--- src/sv/rkst_pkg.sv ---
// Shared types, constants and helper functions of the RK4 streamline tracer.
// No dependencies; the RTL files refer to it by scoped names, the bench imports it.
package rkst_pkg;

	localparam int POS_W       = 24;
	localparam int VEC_W       = 16;
	localparam int UNIT_W      = 16;
	localparam int K_W         = 28;
	localparam int SUM_W       = 31;
	localparam int STEP_W      = 12;
	localparam int CNT_W       = 5;
	localparam int DIM_W       = 9;
	localparam int ADDR_W      = 16;
	localparam int COORD_W     = 8;
	localparam int PNUM_W      = 6;
	localparam int MAX_STEPS   = 31;
	localparam int MAX_FIELD_W = 256;
	localparam int MAX_FIELD_H = 256;
	localparam int FIELD_DEPTH = 65536;

	localparam logic [1:0] CFG_STEP_SIZE    = 2'd0;
	localparam logic [1:0] CFG_STEP_COUNT   = 2'd1;
	localparam logic [1:0] CFG_FIELD_WIDTH  = 2'd2;
	localparam logic [1:0] CFG_FIELD_HEIGHT = 2'd3;

	localparam logic [STEP_W-1:0] STEP_SIZE_RST  = 12'd256;
	localparam logic [CNT_W-1:0]  STEP_COUNT_RST = 5'd10;
	localparam logic [DIM_W-1:0]  FIELD_W_RST    = 9'd256;
	localparam logic [DIM_W-1:0]  FIELD_H_RST    = 9'd256;

	typedef logic signed [SUM_W-1:0] sum_t;

	typedef enum logic [3:0] {
		T_IDLE, T_WGO, T_WRAP, T_ADDR, T_READ, T_DATA, T_NORM, T_KMUL,
		T_NEXT, T_FIN1, T_FIN2, T_FIN3, T_BREAD, T_BEMIT, T_SEMIT
	} trace_state_t;

	typedef enum logic [2:0] {
		N_IDLE, N_SQ, N_SUM, N_SQRT, N_DIVSET, N_DIV, N_OUT
	} norm_state_t;

	typedef struct packed {
		logic               done;
		logic               in_range;
		logic [COORD_W-1:0] coord;
	} wrap_res_t;

	typedef struct packed {
		logic                     done;
		logic signed [UNIT_W-1:0] ux;
		logic signed [UNIT_W-1:0] uy;
	} norm_res_t;

	function automatic logic signed [POS_W-1:0] sat_pos(input logic signed [POS_W+1:0] v);
		if (v > 26'sd8388607)
			return 24'sh7FFFFF;
		if (v < -26'sd8388608)
			return 24'sh800000;
		return v[POS_W-1:0];
	endfunction

	// Divide by 2^14 or 2^15 with rounding half away from zero.
	function automatic logic signed [15:0] rnd_shr(input logic signed [K_W-1:0] k,
			input logic by14);
		logic [K_W-1:0] a;
		logic [K_W-1:0] r;
		logic signed [15:0] m;
		a = k[K_W-1] ? K_W'(-k) : K_W'(k);
		r = by14 ? ((a + 28'd8192) >> 14) : ((a + 28'd16384) >> 15);
		m = 16'(r);
		return k[K_W-1] ? -m : m;
	endfunction

endpackage

--- src/sv/rkst_norm.sv ---
// Normalizes a field sample to a Q1.14 unit vector: squares, a bit-serial
// square root and two restoring dividers. Depends on rkst_pkg.
module rkst_norm (
	input  logic                              clk,
	input  logic                              arst_n,
	input  logic                              go,
	input  logic signed [rkst_pkg::VEC_W-1:0] vx,
	input  logic signed [rkst_pkg::VEC_W-1:0] vy,
	output rkst_pkg::norm_res_t               res
);

	rkst_pkg::norm_state_t state_q, state_d;

	logic signed [rkst_pkg::VEC_W-1:0] vx_q, vy_q;
	logic [31:0]                       sqx_q, sqy_q;
	logic [59:0]                       n_q, r_q, bit_q;
	logic [4:0]                        cnt_q;
	logic [44:0]                       numx_q, numy_q, d_q;
	logic [15:0]                       qx_q, qy_q;
	logic signed [rkst_pkg::UNIT_W-1:0] ux_q, uy_q;
	logic                              done_q;

	logic signed [31:0] px, py;
	logic [31:0]        m2;
	logic [59:0]        trial;
	logic [16:0]        ax, ay;
	logic [15:0]        cx, cy;

	always_comb begin
		px = vx_q * vx_q;
		py = vy_q * vy_q;
		m2 = sqx_q + sqy_q;
		trial = r_q + bit_q;
		ax = vx_q[15] ? 17'(-$signed({vx_q[15], vx_q})) : {1'b0, vx_q};
		ay = vy_q[15] ? 17'(-$signed({vy_q[15], vy_q})) : {1'b0, vy_q};
		cx = (qx_q > 16'd16384) ? 16'd16384 : qx_q;
		cy = (qy_q > 16'd16384) ? 16'd16384 : qy_q;
	end

	always_comb begin
		state_d = state_q;
		case (state_q)
			rkst_pkg::N_IDLE:   if (go) state_d = rkst_pkg::N_SQ;
			rkst_pkg::N_SQ:     state_d = rkst_pkg::N_SUM;
			rkst_pkg::N_SUM:    state_d = (m2 == '0) ? rkst_pkg::N_IDLE : rkst_pkg::N_SQRT;
			rkst_pkg::N_SQRT:   if (cnt_q == '0) state_d = rkst_pkg::N_DIVSET;
			rkst_pkg::N_DIVSET: state_d = rkst_pkg::N_DIV;
			rkst_pkg::N_DIV:    if (cnt_q == '0) state_d = rkst_pkg::N_OUT;
			rkst_pkg::N_OUT:    state_d = rkst_pkg::N_IDLE;
			default:            state_d = rkst_pkg::N_IDLE;
		endcase
	end

	always_ff @(posedge clk or negedge arst_n) begin
		if (!arst_n) begin
			state_q <= rkst_pkg::N_IDLE;
			done_q <= 1'b0;
		end else begin
			state_q <= state_d;
			done_q <= (state_q == rkst_pkg::N_OUT) ||
				((state_q == rkst_pkg::N_SUM) && (m2 == '0));
		end
	end

	always_ff @(posedge clk) begin
		case (state_q)
			rkst_pkg::N_IDLE: begin
				vx_q <= vx;
				vy_q <= vy;
			end
			rkst_pkg::N_SQ: begin
				sqx_q <= px;
				sqy_q <= py;
			end
			rkst_pkg::N_SUM: begin
				n_q <= {m2[31:0], 28'd0};
				r_q <= '0;
				bit_q <= 60'd1 << 58;
				cnt_q <= 5'd29;
				ux_q <= '0;
				uy_q <= '0;
			end
			rkst_pkg::N_SQRT: begin
				if (n_q >= trial) begin
					n_q <= n_q - trial;
					r_q <= (r_q >> 1) + bit_q;
				end else begin
					r_q <= r_q >> 1;
				end
				bit_q <= bit_q >> 2;
				cnt_q <= cnt_q - 5'd1;
			end
			rkst_pkg::N_DIVSET: begin
				// Adding half the divisor gives rounding half away from zero.
				numx_q <= {ax, 28'd0} + 45'(r_q[29:1]);
				numy_q <= {ay, 28'd0} + 45'(r_q[29:1]);
				d_q <= {r_q[29:0], 15'd0};
				qx_q <= '0;
				qy_q <= '0;
				cnt_q <= 5'd15;
			end
			rkst_pkg::N_DIV: begin
				if (numx_q >= d_q) begin
					numx_q <= numx_q - d_q;
					qx_q <= {qx_q[14:0], 1'b1};
				end else begin
					qx_q <= {qx_q[14:0], 1'b0};
				end
				if (numy_q >= d_q) begin
					numy_q <= numy_q - d_q;
					qy_q <= {qy_q[14:0], 1'b1};
				end else begin
					qy_q <= {qy_q[14:0], 1'b0};
				end
				d_q <= d_q >> 1;
				cnt_q <= cnt_q - 5'd1;
			end
			rkst_pkg::N_OUT: begin
				ux_q <= vx_q[15] ? -$signed(cx) : $signed(cx);
				uy_q <= vy_q[15] ? -$signed(cy) : $signed(cy);
			end
			default: begin
			end
		endcase
	end

	assign res.done = done_q;
	assign res.ux = ux_q;
	assign res.uy = uy_q;

endmodule

--- config.mk ---
export PLATFORM = sky130hd
export DESIGN_NAME = rkst_norm
export DESIGN_NICKNAME = d
export VERILOG_FILES = /design/src/sv/rkst_pkg.sv /design/src/sv/rkst_norm.sv
export SDC_FILE = /design/constraint.sdc
export NUM_CORES = 2
export LEC_CHECK = 0
export ABC_AREA = 1
export BUFFER_PORTS_ARGS = -buffer_cell sky130_fd_sc_hd__buf_2
export CORE_MARGIN = 3
export CORE_UTILIZATION = 40
export DETAILED_ROUTE_END_ITERATION = 10
export SLEW_MARGIN = 20
export SYNTH_ARGS = -nofsm -noshare
export SYNTH_HDL_FRONTEND = slang
export SYNTH_SLANG_ARGS = --single-unit
--- constraint.sdc ---
create_clock -name clk -period 11.05 [get_ports clk]
set_clock_uncertainty 0.05 [all_clocks]
set_input_delay 0 -clock clk [delete_from_list [all_inputs] [get_ports clk]]
set_output_delay 0 -clock clk [all_outputs]
set_load 0.05 [all_outputs]
# After elaboration in Yosys (flattened, before gate mapping)
# Cells that the tools add are included.
[classes]
addsub = 13
multipliers = 2
magnitude_cmp = 5
n_eq_ne = 12
mux = 28
reduce_logical = 14
[ops]
columns = ["operator", "n"]
rows = [
  ["60-bit one-hot mux with 2 select lines", 3],
  ["45-bit one-hot mux with 2 select lines", 3],
  ["16-bit one-hot mux with 2 select lines", 4],
  ["60-bit 2-to-1 mux", 2],
  ["45-bit by 29-bit adder with 45-bit output", 2],
  ["45-bit greater-or-equal comparator", 2],
  ["45-bit 2-to-1 mux", 2],
  ["45-bit subtractor", 2],
  ["16-bit by 16-bit multiplier with 32-bit output", 2],
  ["16-bit 2-to-1 mux", 4],
  ["59-bit by 60-bit adder with 60-bit output", 1],
  ["60-bit adder", 1],
  ["60-bit greater-or-equal comparator", 1],
  ["60-bit subtractor", 1],
  ["17-bit 2-to-1 mux", 2],
  ["16-bit negation with 17-bit output", 2],
  ["32-bit adder", 1],
  ["16-bit by 15-bit greater-than comparator with 1-bit output, second input constant", 2],
  ["32-bit logical NOT", 1],
  ["16-bit negation", 2],
  ["3-bit one-hot mux with 6 select lines", 1],
  ["5-bit one-hot mux with 3 select lines", 1],
  ["2-bit != test, second input constant", 6],
  ["3-bit equality test, second input constant", 3],
  ["15 further kinds", 23],
]
[totals]
ff_bits = 484
in_bits = 35
output_inout_bits = 33
elab_cells = 91

# Longest topological paths before layout
[logic_depth]
ltp_word = 5
mapped_depth = 31
ltp_nobuf = 30

# Worst setup path after synthesis
# OpenSTA, ideal clock, no wires.
[synth_path]
path_type = "register to register"
startpoint = "reg vy_q[15] (netlist name)"
endpoint = "reg sqy_q[28] (data pin)"
arrival_time_ns = 6.559
required_ns = 10.738
setup_slack_ns = 4.179
path_stages_with_launch = 23
period_less_slack_ns = 6.871
path_cell_list = "edfxtp_1 > buf_4 > clkbuf_1 > clkbuf_1 > buf_1 > nand2_1 > fa_1 > inv_1 > fa_1 > fa_1 > fa_1 > fa_1 > inv_1 > fa_1 > inv_1 > ha_1 > nand2_1 > nor4_1 > nand2_1 > o211ai_1 > a31oi_1 > o21bai_1 > xor2_1"
[synth_via]
elab_chain_cells = 1
[synth_rtl]
columns = ["element", "line_no", "source"]
rows = [
  ["from (decl)", "rkst_norm.sv:14", "logic signed [rkst_pkg::VEC_W-1:0] vx_q, vy_q;"],
  ["from (signal assigned)", "rkst_norm.sv:69", "vy_q <= vy;"],
  ["16-bit by 16-bit multiplier with 32-bit output", "rkst_norm.sv:31", "py = vy_q * vy_q;"],
  ["via py[28]", "rkst_norm.sv:23", "logic signed [31:0] px, py;"],
  ["to (signal assigned)", "rkst_norm.sv:73", "sqy_q <= py;"],
  ["to (decl)", "rkst_norm.sv:15", "logic [31:0] sqx_q, sqy_q;"],
]
# The timed path passes the listed nets, and every way through them passes these cells.
# A chain may end at the register's enable or synchronous reset.

# Worst setup path in the final report
[layout_path]
startpoint = "reg vx_q[15] (netlist name)"
endpoint = "reg sqx_q[29] (data pin)"
[layout_via]
elab_chain_cells = 1
[layout_rtl]
columns = ["element", "line_no", "source"]
rows = [
  ["from (decl)", "rkst_norm.sv:14", ""],
  ["from (signal assigned)", "rkst_norm.sv:68", "vx_q <= vx;"],
  ["16-bit by 16-bit multiplier with 32-bit output", "rkst_norm.sv:30", "px = vx_q * vx_q;"],
  ["via px[29]", "rkst_norm.sv:23", ""],
  ["to (signal assigned)", "rkst_norm.sv:72", "sqx_q <= px;"],
  ["to (decl)", "rkst_norm.sv:15", ""],
]
# The timed path passes the listed nets, and every way through them passes these cells.

==> flow_summary.json <==
{
  "synth_top_area_cell": "edfxtp_1",
  "grt_pass1_vias": 48230,
  "area_growth_pct": 8.695,
  "crit_path_max_fanout": 33,
  "synth_top_area_share_pct": 24.26,
  "synth_area_leaders": "edfxtp_1 (24%), fa_1 (17%), inv_1 (10%), nand2_1 (10%), ha_1 (10%)",
  "gp_congestion": 0.9721,
  "rrSetupSlack_ps": 4040,
  "min_path_cells": 2,
  "slew_violations": 0,
  "portBuffers": 67,
  "wl_per_cell_um": 19.24,
  "fin_crit_ps": 7010,
  "cts_tree": "done",
  "worstPathRequired_ps": 11430,
  "synthesis.nets": 8281,
  "clkLatencyLatePin_ps": 700,
  "min_to": "vy_q[4]$_DFFE_PN_",
  "die_w_um": 378.4,
  "rsz0062_at_grt": "no",
  "grtUsageTotal_pct": 24.96,
  "netlist_instances": 7330,
  "synth_edf_count": 448,
  "multi_input_area_mm2": 0.03554,
  "clk_pin_slew_ps": 60,
  "post-route-cell-area_mm2": 0.06028,
  "drive_gt1_share_pct": 3.541,
  "htreeDepth": 2,
  "worstMarginPinSlew_ps": 1195,
  "fillers": 13970,
  "netlist_area_mm2": 0.05546,
  "end_kind": "register",
  "die_h_um": 378.4,
  "grt_max_degree": 116,
  "drc": 0,
  "setup_viol": 0,
  "max-slew-margin-rel_pct": 20.09,
  "fp.coreArea_mm2": 0.1377,
  "wl_um": 178000,
  "cts_setup_buffers": 0,
  "cts_buffers": 60,
  "critical_path_arrival_ps": 7390,
  "max_cap_violations": 0,
  "grt_pass1_wl_um": 276800,
  "ant_nets": 0,
  "hold_class": "in2reg",
  "synthArstFlopShare_pct": 0.8850,
  "routed-via-count": 48680,
  "drt-vias-per-instance": 5.262,
  "clock-sinks": 452,
  "pre_cts_ws_ps": 4037,
  "worstSetupStartpointType": "register",
  "critical_path_class": "reg2reg",
  "yosys_warnings": 0,
  "rows": 136,
  "synth_cell_types": 60,
  "place_area_mm2": 0.05771,
  "finalHoldViolations": 0,
  "synth_seq_area_share_pct": 24.44,
  "ys_seq_elements": 452,
  "fin_nets": 8362,
  "seq_area_mm2": 0.01355,
  "drt_iter0_markers": 4131,
  "hold_start": "vy[4]",
  "fin_crit_sh_pct": 63.44,
  "synth_area_per_cell_um2": 7.566,
  "first_pass_iters": 6,
  "start_util_pct": 40.29,
  "synthFlopType": "edfxtp_1",
  "status": "finished, final reports clean",
  "cts_resized": 0,
  "io_pins": 68,
  "postCtsHoldBufs": 64,
  "rr_worst_depth": 21,
  "antenna_found_initial": 11,
  "worstReg2RegEnd": "sqx_q[29]$_DFFE_PP_",
  "clockBufferDepth": 3,
  "post-dp-hpwl_um": 145900,
  "fin_ws_ps": 4040,
  "fp.dieArea_mm2": 0.1432,
  "setup_tns_ps": 0,
  "max_freq_mhz": 142.7,
  "reg2reg_from": "vx_q[15]$_DFFE_PN_",
  "overflow": 0,
  "cts_root_buf": "clkbuf_16"
}
==> synth_stat cells, types with 13 or more instances <==
cell type,n
o21ai_1,36
nor3_1,72
ha_1,445
buf_2,18
edfxtp_1,448
a21oi_1,463
or2_2,30
nor2_1,751
o31ai_1,18
o21a_1,19
a21o_1,50
nand2_1,1510
nand4_1,53
nor4_1,39
nand3_1,275
nand3b_1,16
a211oi_1,17
xnor2_1,105
inv_1,1544
clkbuf_1,79
o211ai_1,13
o21bai_1,44
xor2_1,154
fa_1,471
a31oi_1,54
o21ai_0,460
buf_1,27
==> worst max-delay path by stage <==
stage                             from                   to  slack (ps)  cells past startpoint
CTS                  vy_q[5]$_DFFE_PN_  sqy_q[28]$_DFFE_PP_        4020                     18
global placement     vy_q[6]$_DFFE_PN_  sqy_q[28]$_DFFE_PP_        4120                     18
floorplan           vy_q[15]$_DFFE_PN_  sqy_q[28]$_DFFE_PP_        4180                     22
detailed placement   vy_q[5]$_DFFE_PN_  sqy_q[28]$_DFFE_PP_        4040                     18
global route         vy_q[5]$_DFFE_PN_  sqy_q[28]$_DFFE_PP_        3570                     18
finish              vx_q[15]$_DFFE_PN_  sqx_q[29]$_DFFE_PP_        4040                     21
==> routing by layer <==
metal / up-vias / GRT usage (%) / wire length [um]
met5: - / 0 / 0
met4: 0 / 8.384 / 6348
met3: 275 / 2.506 / 10880
met2: 1534 / 42.04 / 83920
met1: 23290 / 33.55 / 76880
li1: 23580 / - / -
==> sequential cells by signal (all words and copies together), names as in the netlist <==
signal and flops:
bit_q 30, numy_q 45, sqx_q 31, vx_q 16, qx_q 16, qy_q 16, d_q 45, ux_q 16
n_q 60, cnt_q 5, numx_q 45, state_q 3, r_q 60, vy_q 16, uy_q 16, done_q 1
sqy_q 31
==> final cells by class <==
type	instances	share of cell area [%]
Sequential cell	452	22.48
Antenna cell	1	0.004151
Tap cell	1794	3.724
Timing Repair Buffer	158	1.955
Clock buffer	69	2.547
Clock inverter	38	0.6621
Multi-Input combinational cell	5187	58.95
Inverter	1552	9.672
==> layout by cell type, fill, tap and decap left out, types with 60 or more instances in the layout <==
| cell type | synthesis | routed |
|---|---|---|
| edfxtp_1 | 448 | 448 |
| xor2_1 | 154 | 154 |
| ha_1 | 445 | 443 |
| nand2_1 | 1510 | 1507 |
| nand3_1 | 275 | 275 |
| nor2_1 | 751 | 747 |
| a21oi_1 | 463 | 463 |
| o21ai_0 | 460 | 459 |
| dlygate4sd3_1 | 0 | 64 |
| inv_1 | 1544 | 1544 |
| buf_2 | 18 | 67 |
| clkbuf_16 | 0 | 60 |
| nor3_1 | 72 | 71 |
| xnor2_1 | 105 | 105 |
| fa_1 | 471 | 471 |
==> logic make-up (layout without fill, tap and decap cells) <==
logic type      after synthesis  after routing  share of synthesized area (%)
simple gates               2780           2780                          20.48
buf+inv                    1691           1817                          11.63
compound gates             1232           1232                          12.32
flops                       452            452                          24.44
fa+ha+maj                   916            916                          27.04
other cells                   0              1                              0
xor+xnor                    259            259                          4.090
==> per-stage QoR <==
step	hold WS [ps]	cells	utilization (%)
after global routing	40.92	9250	43.79
after detailed placement	-189.9	9079	41.92
after floorplan	-345.6	7330	-
after CTS	1.013	9250	43.79
after global placement	-189.9	9079	41.91
final	13.40	9251	43.79
==> worst max-delay path, cell delays in order, from the launching register on <==
cell and delay [ps]:
edfxtp_1 680, buf_4 440, nand2_1 170, inv_1 210, fa_1 610, fa_1 580
fa_1 450, fa_1 510, fa_1 490, inv_1 50, fa_1 470, inv_1 40
ha_1 340, nand2_1 150, nor2_1 190, nor3b_1 300, nand4_1 150, nand3_1 190
a21o_1 180, a21oi_1 130, o21ai_0 240, xor2_1 100
Power is left out: the tool's default activity adds up to more than one toggle a clock period on the data nets, which glitch-free logic cannot reach.
