===== src/sv/rkst_pkg.sv =====
// Shared types, constants and helper functions of the RK4 streamline tracer.
// No dependencies; the RTL files refer to it by scoped names, the bench imports it.
package rkst_pkg;

	localparam int POS_W       = 24;
	localparam int VEC_W       = 16;
	localparam int UNIT_W      = 16;
	localparam int K_W         = 28;
	localparam int SUM_W       = 31;
	localparam int STEP_W      = 12;
	localparam int CNT_W       = 5;
	localparam int DIM_W       = 9;
	localparam int ADDR_W      = 16;
	localparam int COORD_W     = 8;
	localparam int PNUM_W      = 6;
	localparam int MAX_STEPS   = 31;
	localparam int MAX_FIELD_W = 256;
	localparam int MAX_FIELD_H = 256;
	localparam int FIELD_DEPTH = 65536;

	localparam logic [1:0] CFG_STEP_SIZE    = 2'd0;
	localparam logic [1:0] CFG_STEP_COUNT   = 2'd1;
	localparam logic [1:0] CFG_FIELD_WIDTH  = 2'd2;
	localparam logic [1:0] CFG_FIELD_HEIGHT = 2'd3;

	localparam logic [STEP_W-1:0] STEP_SIZE_RST  = 12'd256;
	localparam logic [CNT_W-1:0]  STEP_COUNT_RST = 5'd10;
	localparam logic [DIM_W-1:0]  FIELD_W_RST    = 9'd256;
	localparam logic [DIM_W-1:0]  FIELD_H_RST    = 9'd256;

	typedef logic signed [SUM_W-1:0] sum_t;

	typedef enum logic [3:0] {
		T_IDLE, T_WGO, T_WRAP, T_ADDR, T_READ, T_DATA, T_NORM, T_KMUL,
		T_NEXT, T_FIN1, T_FIN2, T_FIN3, T_BREAD, T_BEMIT, T_SEMIT
	} trace_state_t;

	typedef enum logic [2:0] {
		N_IDLE, N_SQ, N_SUM, N_SQRT, N_DIVSET, N_DIV, N_OUT
	} norm_state_t;

	typedef struct packed {
		logic               done;
		logic               in_range;
		logic [COORD_W-1:0] coord;
	} wrap_res_t;

	typedef struct packed {
		logic                     done;
		logic signed [UNIT_W-1:0] ux;
		logic signed [UNIT_W-1:0] uy;
	} norm_res_t;

	function automatic logic signed [POS_W-1:0] sat_pos(input logic signed [POS_W+1:0] v);
		if (v > 26'sd8388607)
			return 24'sh7FFFFF;
		if (v < -26'sd8388608)
			return 24'sh800000;
		return v[POS_W-1:0];
	endfunction

	// Divide by 2^14 or 2^15 with rounding half away from zero.
	function automatic logic signed [15:0] rnd_shr(input logic signed [K_W-1:0] k,
			input logic by14);
		logic [K_W-1:0] a;
		logic [K_W-1:0] r;
		logic signed [15:0] m;
		a = k[K_W-1] ? K_W'(-k) : K_W'(k);
		r = by14 ? ((a + 28'd8192) >> 14) : ((a + 28'd16384) >> 15);
		m = 16'(r);
		return k[K_W-1] ? -m : m;
	endfunction

endpackage


===== src/sv/rkst_wrap.sv =====
// Wraps one position axis into a field coordinate with a bit-serial modulo.
// Depends on rkst_pkg.
module rkst_wrap (
	input  logic                              clk,
	input  logic                              arst_n,
	input  logic                              go,
	input  logic signed [rkst_pkg::POS_W-1:0] pos,
	input  logic [rkst_pkg::DIM_W-1:0]        size,
	output rkst_pkg::wrap_res_t               res
);

	logic [15:0]                  m_q;
	logic [rkst_pkg::DIM_W-1:0]   rem_q;
	logic                         neg_q;
	logic [3:0]                   cnt_q;
	logic                         run_q;
	logic                         done_q;

	logic signed [rkst_pkg::POS_W:0] pe;
	logic signed [rkst_pkg::POS_W:0] ab;
	logic [16:0]                     ipm;
	logic signed [17:0]              ip;
	logic signed [17:0]              s;
	logic signed [17:0]              smag;
	logic [rkst_pkg::DIM_W:0]        remsh;
	logic [rkst_pkg::DIM_W:0]        remn;

	always_comb begin
		pe = {pos[rkst_pkg::POS_W-1], pos};
		ab = pos[rkst_pkg::POS_W-1] ? -pe : pe;
		ipm = ab[rkst_pkg::POS_W:8];
		ip = pos[rkst_pkg::POS_W-1] ? -$signed({1'b0, ipm}) : $signed({1'b0, ipm});
		s = ip + $signed({9'd0, size});
		smag = s[17] ? -s : s;
		remsh = {rem_q, m_q[15]};
		remn = (remsh >= {1'b0, size}) ? remsh - {1'b0, size} : remsh;
	end

	always_ff @(posedge clk or negedge arst_n) begin
		if (!arst_n) begin
			run_q <= 1'b0;
			done_q <= 1'b0;
			cnt_q <= '0;
		end else begin
			done_q <= 1'b0;
			if (go) begin
				run_q <= 1'b1;
				cnt_q <= 4'd15;
			end else if (run_q) begin
				cnt_q <= cnt_q - 4'd1;
				if (cnt_q == 4'd0) begin
					run_q <= 1'b0;
					done_q <= 1'b1;
				end
			end
		end
	end

	always_ff @(posedge clk) begin
		if (go) begin
			m_q <= smag[15:0];
			neg_q <= s[17];
			rem_q <= '0;
		end else if (run_q) begin
			m_q <= {m_q[14:0], 1'b0};
			rem_q <= remn[rkst_pkg::DIM_W-1:0];
		end
	end

	// A negative sum is inside only when it is an exact multiple of the size.
	assign res.done = done_q;
	assign res.in_range = !neg_q || (rem_q == '0);
	assign res.coord = neg_q ? '0 : rem_q[rkst_pkg::COORD_W-1:0];

endmodule


===== config.mk =====
export PLATFORM = sky130hd
export DESIGN_NAME = rkst_wrap
export DESIGN_NICKNAME = d
export VERILOG_FILES = /design/src/sv/rkst_pkg.sv /design/src/sv/rkst_wrap.sv
export SDC_FILE = /design/constraint.sdc
export NUM_CORES = 1
export LEC_CHECK = 0
export ABC_AREA = 1
export BUFFER_PORTS_ARGS = -buffer_cell sky130_fd_sc_hd__buf_2
export CAP_MARGIN = 0
export CORE_ASPECT_RATIO = 0.75
export CORE_UTILIZATION = 48
export DETAILED_ROUTE_END_ITERATION = 12
export PLACE_DENSITY = 0.68
export SLEW_MARGIN = 0
export SYNTH_ARGS = -nofsm -noshare
export SYNTH_HDL_FRONTEND = slang
export SYNTH_SLANG_ARGS = --single-unit

===== constraint.sdc =====
create_clock -name clk -period 2.6 [get_ports clk]
set_clock_uncertainty 0.15 [all_clocks]
set_input_delay 0.52 -clock clk [delete_from_list [all_inputs] [get_ports clk]]
set_output_delay 0.52 -clock clk [all_outputs]
set_load 0.03 [all_outputs]

Yosys cells after proc, flatten, opt, wreduce, memory -nomap -nowiden
Cells that the tools add are included.

word-level totals
  output and inout port bits = 10
  bits in registers = 32
  logic and storage cells = 33
  bits of input ports = 36

operators by class
  magnitude comparators = 1
  multiplexer cells = 15
  reductions and logical operators = 5
  add/subtract/negate cells = 6

operator list
  kind                   count
  $mux W16               3
  $mux W25               1
  $neg A24 Y25           1
  $add A18 B10 Y18       1
  $mux W18               1
  $neg A17 Y18           1
  $neg A16 Y16           1
  $ge A10 B9 Y1          1
  $logic_not A9 Y1       1
  $mux W9                1
  $sub A9 B9 Y9          1
  $mux W4                2
  $mux W8                1
  $mux W1                6
  $logic_not A4 Y1       1
  $sub A4 B1 Y4 const B  1
  $reduce_bool A2 Y1     1
  $logic_not A1 Y1       1
  $logic_or A1 B1 Y1     1

Longest topological paths before layout
Gate-level depths: netlist of run 1.

  word-level depth = 8
  gate-level depth with buffers = 32
  mapped depth without buffers = 32

Least setup slack after synthesis of run 1
No wires, ideal clock.

  path type = input-to-reg
  start = in pos[6] in the netlist's numbering
  end = reg m_q[14] (data pin)
  slack = -1.313 ns
  arrival = 3.510 ns
  stages on the path = 27
  setup time = 0.253 ns
  path buffers = 0
  path through = nor2_1 > nand2_1 > nor2_2 > nand2_1 > nand2_1 > nand2_1 > nand2_2 > nor2_8 > nor2_1 > xor2_1 > ha_1 > a21o_1 > or3_1 > nand2_1 > inv_2 > nor2_2 > nand2_1 > nor3_1 > nand2_1 > nor2_1 > nand2_1 > nor2_1 > nand3_1 > nand2_1 > nand2_1 > nand3_1 > nand2_1

on the way
  cells in the longest elaborated chain, start to end = 8

RTL lines
  what                  line             source
  from (decl)           rkst_wrap.sv:7   input logic signed [rkst_pkg::POS_W-1:0] pos,
  $neg A24 Y25 (*)      rkst_wrap.sv:30  ab = pos[rkst_pkg::POS_W-1] ? -pe : pe;
  $mux W25 (*)          rkst_wrap.sv:30
  $neg A17 Y18          rkst_wrap.sv:32  ip = pos[rkst_pkg::POS_W-1] ? -$signed({1'b0, ipm}) : $signed({1'b0, ipm});
  $mux W18 (*)          rkst_wrap.sv:32
  $add A18 B10 Y18 (*)  rkst_wrap.sv:33  s = ip + $signed({9'd0, size});
  $neg A16 Y16          rkst_wrap.sv:34  smag = s[17] ? -s : s;
  $mux W16 (*)          rkst_wrap.sv:34
  $mux W16 (*)          rkst_wrap.sv:60  if (go) begin
  to (signal assigned)  rkst_wrap.sv:61  m_q <= smag[15:0];
  to (signal assigned)  rkst_wrap.sv:65  m_q <= {m_q[14:0], 1'b0};
  to (decl)             rkst_wrap.sv:12  logic [15:0] m_q;

Every way passes the cells marked *; elsewhere a longest branch is shown, timed or not.
A chain may end at the register's enable or synchronous reset.

Worst setup path after layout of run 1
  start = in pos[0] in the netlist's numbering
  end = reg m_q[10] (data pin)

Same word-level chain as after synthesis.

==> results.toml, run 1 <==
[synth]
syn_nets = 676
synth_edf_count = 17
yosysWarnings = 0
synth_top_area_share = 0.168
synth_area_um2 = 3930
yosysUniqueCellTypes = 46
synth_largest_area_cell = "nand2_1"
yosys-top-cells-area = "nand2_1 (17%), edfxtp_1 (13%), inv_1 (6.9%)"
syn_area_per_cell_um2 = 6.36
synthCells = 618
ys_ff_latch = 32
synth_top_flop_cell = "edfxtp_1"
synth-seq-area-share = 0.214
async_flop_share = 0.188

[place]
preCtsSetupSlack_ns = -1.50
dp_hpwl_um = 9270
gp_congestion = 0.882
portBuffers = 45

[floorplanning]
fp.dieW_um = 106
die_h_um = 80.4
design.die.area_um2 = 8560
io_pins = 46
start_util = 0.496
core.rowCount = 28
core_area_um2 = 7920

[final_layout]
final_nets = 880
diodes = 0
area_growth_pct = 57.3
multi_input_comb_area_um2 = 3200
nFillCells = 567
seqCellArea_um2 = 841
drive_above_1_share = 0.480

[cts]
cts_root_buffer = "clkbuf_8"
clk_latency_ns = 0.28
h-tree-depth = 2
clock_sinks = 32
cts_buffers = 5
cts_buffer_depth = 2
tritoncts = "built"
clk_pin_slew_worst_paths_ns = 0.07

[drt]
wire_per_inst_um = 14.2
drt_first_pass_iters = 9
via_per_inst = 5.23
highest_layer = "met4"
dr_wl_met3_um = 659
drt-initial-drc-count = 297
wirelength_um = 13200
vias = 4855
antenna_left = 0
drcViolationCount = 2
dr_wl_met2_um = 6530
m1WireLength_um = 5670

[power]
vdd.ir_drop.worst_mv = 0.509
power.total_uw = 3410
static-leakage-power_uw = 0.00311
power.density_nw_per_um2 = 551

[worst_setup_path]
start_kind = "input port"
arrival_ns = 3.74
r2r_slack_ns = 0.24
worstSetupPathType = "in2reg"
end_kind = "flip-flop"
crit_path_start = "pos[0]"
crit_top_cell = "nand2_2"
cp_max_fo = 5
cpPeakStageDelay_ns = 0.30
cp.required_ns = 2.49
regToRegEndpoint = "rem_q[7]"
cpMaxStageDelayCell = "ha_1"
rr_startpoint = "rem_q[1]"
ff2ff_path_depth = 14
cp-endpoint = "m_q[10]"

[timing]
rsz0062_at_grt = "yes"
fin_ws_ns = -1.25
final.period_utilization = 1.48
hold_viol = 0
worstMarginPinSlew_ns = 0.591
report.final.slew_viol_count = 0
max_freq_ghz = 0.260
period_needed_ns = 3.85
relSlewSlack = 0.605
setup_viol = 16

[grt]
grt_overflow = 0
grt_max_degree = 25
grt_usage = 0.281
grt_pass1_wl_um = 19300
grt_pass1_vias = 4516
antenna_found_initial = 0

[min_path]
min_path_cells = 2
hp-class = "reg2reg"

[run_status]
violations = "design-rule violations, negative setup slack"
outcome = "finished, violations left"

[flow_run]
max-cap-violations = 0
[layout by cell type (no fill, tap or decap), types with 12 or more instances in the layout]
cell      instances
a21oi_1          12
buf_2            39
buf_4           152
buf_6            13
edfxtp_1         17
ha_1             15
inv_1            68
inv_2            12
nand2_1         138
nand2_2          56
nand3_1          40
nand3_2          23
nor2_1           49
nor2_2           20
nor2_4           20
o21ai_0          12
xor2_1           15
[state kept, by name, summed over array words and instances, names as in the netlist]
name and cells:
rem_q 9, run_q 1, done_q 1, neg_q 1, m_q 16, cnt_q 4
[per-layer routing]
| metal | global-route usage | up-vias |
|---|---|---|
| li1 | - | 2396 |
| met1 | 0.346 | 2244 |
| met2 | 0.516 | 178 |
| met3 | 0.0463 | 37 |
| met4 | 0.0616 | 0 |
| met5 | 0 | - |
[per-stage QoR]
| step | TNS [ns] | area [µm²] | hold slack (ns) | cells | utilization |
|---|---|---|---|---|---|
| after floorplan | -14.83 | 4020 | 0.0744 | 618 | - |
| after global placement | -21.59 | 5380 | 0.197 | 895 | 0.679 |
| after detailed placement | -23.82 | 5380 | 0.208 | 895 | 0.679 |
| after CTS | -16.38 | 5630 | 0.361 | 910 | 0.711 |
| after global routing | -21.93 | 6180 | 0.365 | 928 | 0.781 |
| final | -18.57 | 6180 | 0.374 | 928 | 0.781 |
[worst max-delay path: cells and delay by family]
kind | cells | cell delay [ns]
adders and majority gates | 1 | 0.30
buffers and inverters | 3 | 0.39
and+or+nand+nor | 24 | 2.05
AOI/OAI and AO/OA | 2 | 0.30
xor gates and xnor gates | 1 | 0.16
[how the worst min path moves through the flow]
stage          startpoint       end
2_1_floorplan      arst_n  cnt_q[0]
3_3_place_gp       arst_n  cnt_q[3]
3_5_place_dp       arst_n     run_q
4_1_cts          cnt_q[3]  cnt_q[3]
5_1_grt          cnt_q[3]  cnt_q[3]
6_report           m_q[4]    m_q[5]
[where the power goes]
group	internal, µW	switching, µW	total [µW]
Clock	245	197	443
Sequential	670	88.8	758
Combinational	1010	1200	2210
[final cells by class]
cell class | count | area share
clock buffers | 6 | 0.0152
multi-input cells | 490 | 0.518
clock inverters | 2 | 0.00182
repair buffers | 210 | 0.255
inverters | 83 | 0.0524
well taps | 105 | 0.0212
flip-flops and latches | 32 | 0.136
[cells in the mapped netlist (2+ instances only)]
| cell | instances |
|---|---|
| nand3_2 | 12 |
| dfxtp_1 | 9 |
| o21ai_0 | 18 |
| nand3b_1 | 5 |
| nand2_4 | 3 |
| fa_1 | 2 |
| nor2_1 | 67 |
| nand4_1 | 4 |
| a21oi_1 | 20 |
| o21ai_1 | 9 |
| nor2_8 | 2 |
| o22ai_1 | 8 |
| nand3_1 | 52 |
| buf_4 | 2 |
| edfxtp_1 | 17 |
| xor2_1 | 16 |
| ha_1 | 20 |
| o211ai_1 | 3 |
| dfrtp_1 | 6 |
| clkbuf_1 | 4 |
| inv_1 | 72 |
| nor2_4 | 5 |
| buf_2 | 6 |
| nand2_2 | 22 |
| xnor2_1 | 6 |
| nor3_1 | 6 |
| nand2_1 | 176 |
| buf_6 | 2 |
| a31oi_1 | 2 |
| nor2_2 | 17 |
| a22oi_1 | 2 |
| inv_2 | 8 |
| clkinv_1 | 2 |
[cells by family (layout without fill, tap and decap cells)]
logic type               after synthesis  in the layout  synth area share
adder cells (fa/ha/maj)               22             22            0.0739
AND/OR/NAND/NOR                      375            376             0.458
flip-flops                            32             32             0.214
AO/OA/AOI/OAI                         69             69             0.100
XOR/XNOR                              23             23            0.0532
buffers and inverters                 97            301             0.101
[repair_timing]
item	in CTS	in global routing
cloned	0	1
pin swaps	33	53
gates resized for setup	29	108
hold buffers	1	0
endpoints found under the setup margin	16	25
setup buffers	6	18
hold endpoints to repair	6	0
Note: power is estimated with default switching activity, not from simulation.
==> inputs of run 2 (changes only) <==
Settings changed: ABC_AREA 1 to default, PLACE_DENSITY 0.68 to 0.69.
==> run 2 against run 1 <==
Cell count down 38%. Total power down 19%. The run ends with negative setup slack left. Die area down 21%. Synthesized cell count down 41%. Global-route usage down 2.2 points. Highest routed layer unchanged. Sequential share of layout area up 5.3 points. Largest power group unchanged. First-iteration DRC count down 43%. Critical endpoint is now m_q[11]. Count of clock-buffer cells in the layout down 1. Synthesized area down 22%. Wire length down 33%. Setup slack worse by 0.20 ns.
==> results.toml, run 2 <==
[floorplanning]
io_pins = 46
start_util = 0.512
core.rowCount = 24
die_h_um = 71.3
core_area_um2 = 6010
design.die.area_um2 = 6730
fp.dieW_um = 94.4

[final_layout]
drive_above_1_share = 0.406
fin_cells = 580
reg_top3 = "m_q: 16 flops, rem_q: 9 flops, cnt_q: 4 flops"
diodes = 0
area_growth_pct = 44.5
top_register = "m_q"
utilization = 0.740
final_cell_mix = "buf_4 (90), buf_2 (43), nor2_1 (36)"
final_nets = 559
mostFrequentLayoutCell = "buf_4"
largest_reg_flops = 16

[flow_run]
max-cap-violations = 0

[worst_setup_path]
arrival_ns = 3.95
cp_max_fo = 5
worstSetupPathType = "in2reg"
cp.required_ns = 2.50
start_kind = "input port"
end_kind = "flip-flop"

[power]
static-leakage-power_uw = 0.00204
netSwitchingPower_uw = 1110
netSwitchingFraction = 0.403
pwr-share-comb = 0.581
vdd.ir_drop.worst_mv = 0.320
pwr-share-seq = 0.276
intPower_uw = 1650
clkPwrFrac = 0.144
power.density_nw_per_um2 = 621

[timing]
setup_viol = 16
final.period_utilization = 1.56
final.setup.tns_ns = -20.38
whs_ns = 0.362
fin_ws_ns = -1.45
worstMarginPinSlew_ns = 0.563
rsz0062_at_grt = "yes"
period_needed_ns = 4.05
relSlewSlack = 0.620
hold_viol = 0
report.final.slew_viol_count = 0
max_freq_ghz = 0.247

[synth]
yosysWarnings = 0
synth_largest_area_cell = "edfxtp_1"
synthCells = 365
ys_ff_latch = 32
synth_area_um2 = 3070
synth_top_flop_cell = "edfxtp_1"
synth_top_family_by_area = "simple AND/OR/NAND/NOR gates"
synth_common_cells = "nor2_1 (40), nand2_1 (30), xnor2_1 (25), a21oi_1 (24), inv_1 (24)"
yosys-top-cells-area = "edfxtp_1 (17%), ha_1 (8.1%), xnor2_1 (7.1%)"
synth_compound_area_frac = 0.204
yosys.area_share.simple = 0.238
syn_nets = 423
synth_xor_area_frac = 0.105
yosysMostFrequentCell = "nor2_1"
synth-seq-area-share = 0.274
synthAdderAreaFrac = 0.0944
async_flop_share = 0.188
yosysUniqueCellTypes = 69
synth_edf_count = 17
synth_top_area_share = 0.166
syn_area_per_cell_um2 = 8.42
synth_mux_area_frac = 0.0374

[place]
dp_cells = 557
portBuffers = 45
gp_congestion = 0.824
dp_hpwl_um = 6180

[cts]
clock_sinks = 32
cts_buffer_depth = 2
clk_pin_slew_worst_paths_ns = 0.07
cts_root_buffer = "clkbuf_8"
clk_latency_ns = 0.29
h-tree-depth = 2
tritoncts = "built"
cts_buffers = 5

[drt]
drt_first_pass_iters = 4
antenna_left = 0
wire_per_inst_um = 15.2
via_per_inst = 5.48
drt-initial-drc-count = 169
vias = 3178
wirelength_um = 8790
drcViolationCount = 0

[grt]
grt_overflow = 0
grt_pass1_wl_um = 13600
grt_max_degree = 20
antenna_found_initial = 0
grt_pass1_vias = 2994
grt_usage = 0.259

[run_status]
outcome = "finished, violations left"
violations = "negative setup slack"

[min_path]
hp-class = "reg2reg"
run 2: cell types whose count changed after synthesis, sizes merged, moves of 8 or more:
cell    before  now
nand2      202   30
o21ai       27   18
a211oi       1   10
nand3       64   13
nor4         0    8
nor2        91   41
nor2b        0   12
xnor2        6   26
inv         81   25
run 2: cells by family after synthesis:
family,count (synthesis)
AOI/OAI and AO/OA,90
muxes,11
xor gates and xnor gates,36
buffers and inverters,36
and+or+nand+nor,138
DFF,32
adders and majority gates,22
run 2: what timing repair did:
item	4_1_cts	5_1_grt
buffers inserted	9	6
hold buffers	1	0
setup endpoints to repair	17	24
hold endpoints to repair	6	0
pin swaps	12	13
gates cloned	0	1
gates resized for setup	30	24
run 2: worst paths after layout:
kind / start / endpoint / slack (ns) / cells past startpoint
worst max-delay path: pos[2] / m_q[11] / -1.45 / 16
worst min-delay path: rem_q[8] / rem_q[8] / 0.36 / 2
worst max register to register: m_q[15] / rem_q[2] / 0.15 / 11
worst min register to register: rem_q[8] / rem_q[8] / 0.36 / 2
max in group asynchronous: arst_n / run_q / 1.73 / 2
min in group asynchronous: arst_n / cnt_q[1] / 0.42 / 2
run 2: worst max-delay path, cell delays in order:
cell	delay [ns]
buf_6	0.09
or4_4	0.56
o21ai_4	0.22
xnor2_2	0.14
ha_2	0.21
inv_2	0.04
fa_2	0.35
nor2b_2	0.14
o211ai_1	0.11
a21boi_2	0.28
o41a_1	0.30
xnor2_1	0.12
o31ai_1	0.33
a21oi_1	0.14
xor2_1	0.15
mux2_4	0.26
run 2: metal layers:
layer	wire length, µm	track usage	up-vias	share of wire
met2	4110	0.439	76	0.47
li1	-	-	1600	-
met3	399	0.0361	12	0.045
met1	4190	0.350	1490	0.48
met5	0	0	-	0
met4	90	0.0581	0	0.010
run 2: power by group through the flow:
stage	sequential [µW]	combinational, µW	clock (µW)
floorplan	740	900	0
global placement	763	1370	0
detailed placement	767	1400	0
CTS	757	1480	403
global route	777	1760	421
finish	760	1600	396
run 2: through the flow:
stage,total power [µW],setup WS [ns],instance area [µm²]
after floorplan,1640,-1.39,3100
after global placement,2130,-1.63,3990
after detailed placement,2170,-1.76,3990
after CTS,2640,-1.33,4270
after global routing,2960,-1.59,4440
final,2760,-1.45,4440
run 2: area by class of cell:
| class | count | area [µm²] |
|---|---|---|
| multi-input cells | 297 | 2330 |
| fillers | 445 | 1560 |
| repair buffers | 140 | 991 |
| flip-flops and latches | 32 | 841 |
| well taps | 78 | 97.6 |
| inverters | 25 | 93.8 |
| clock buffers | 5 | 68.8 |
| clock inverters | 3 | 23.8 |
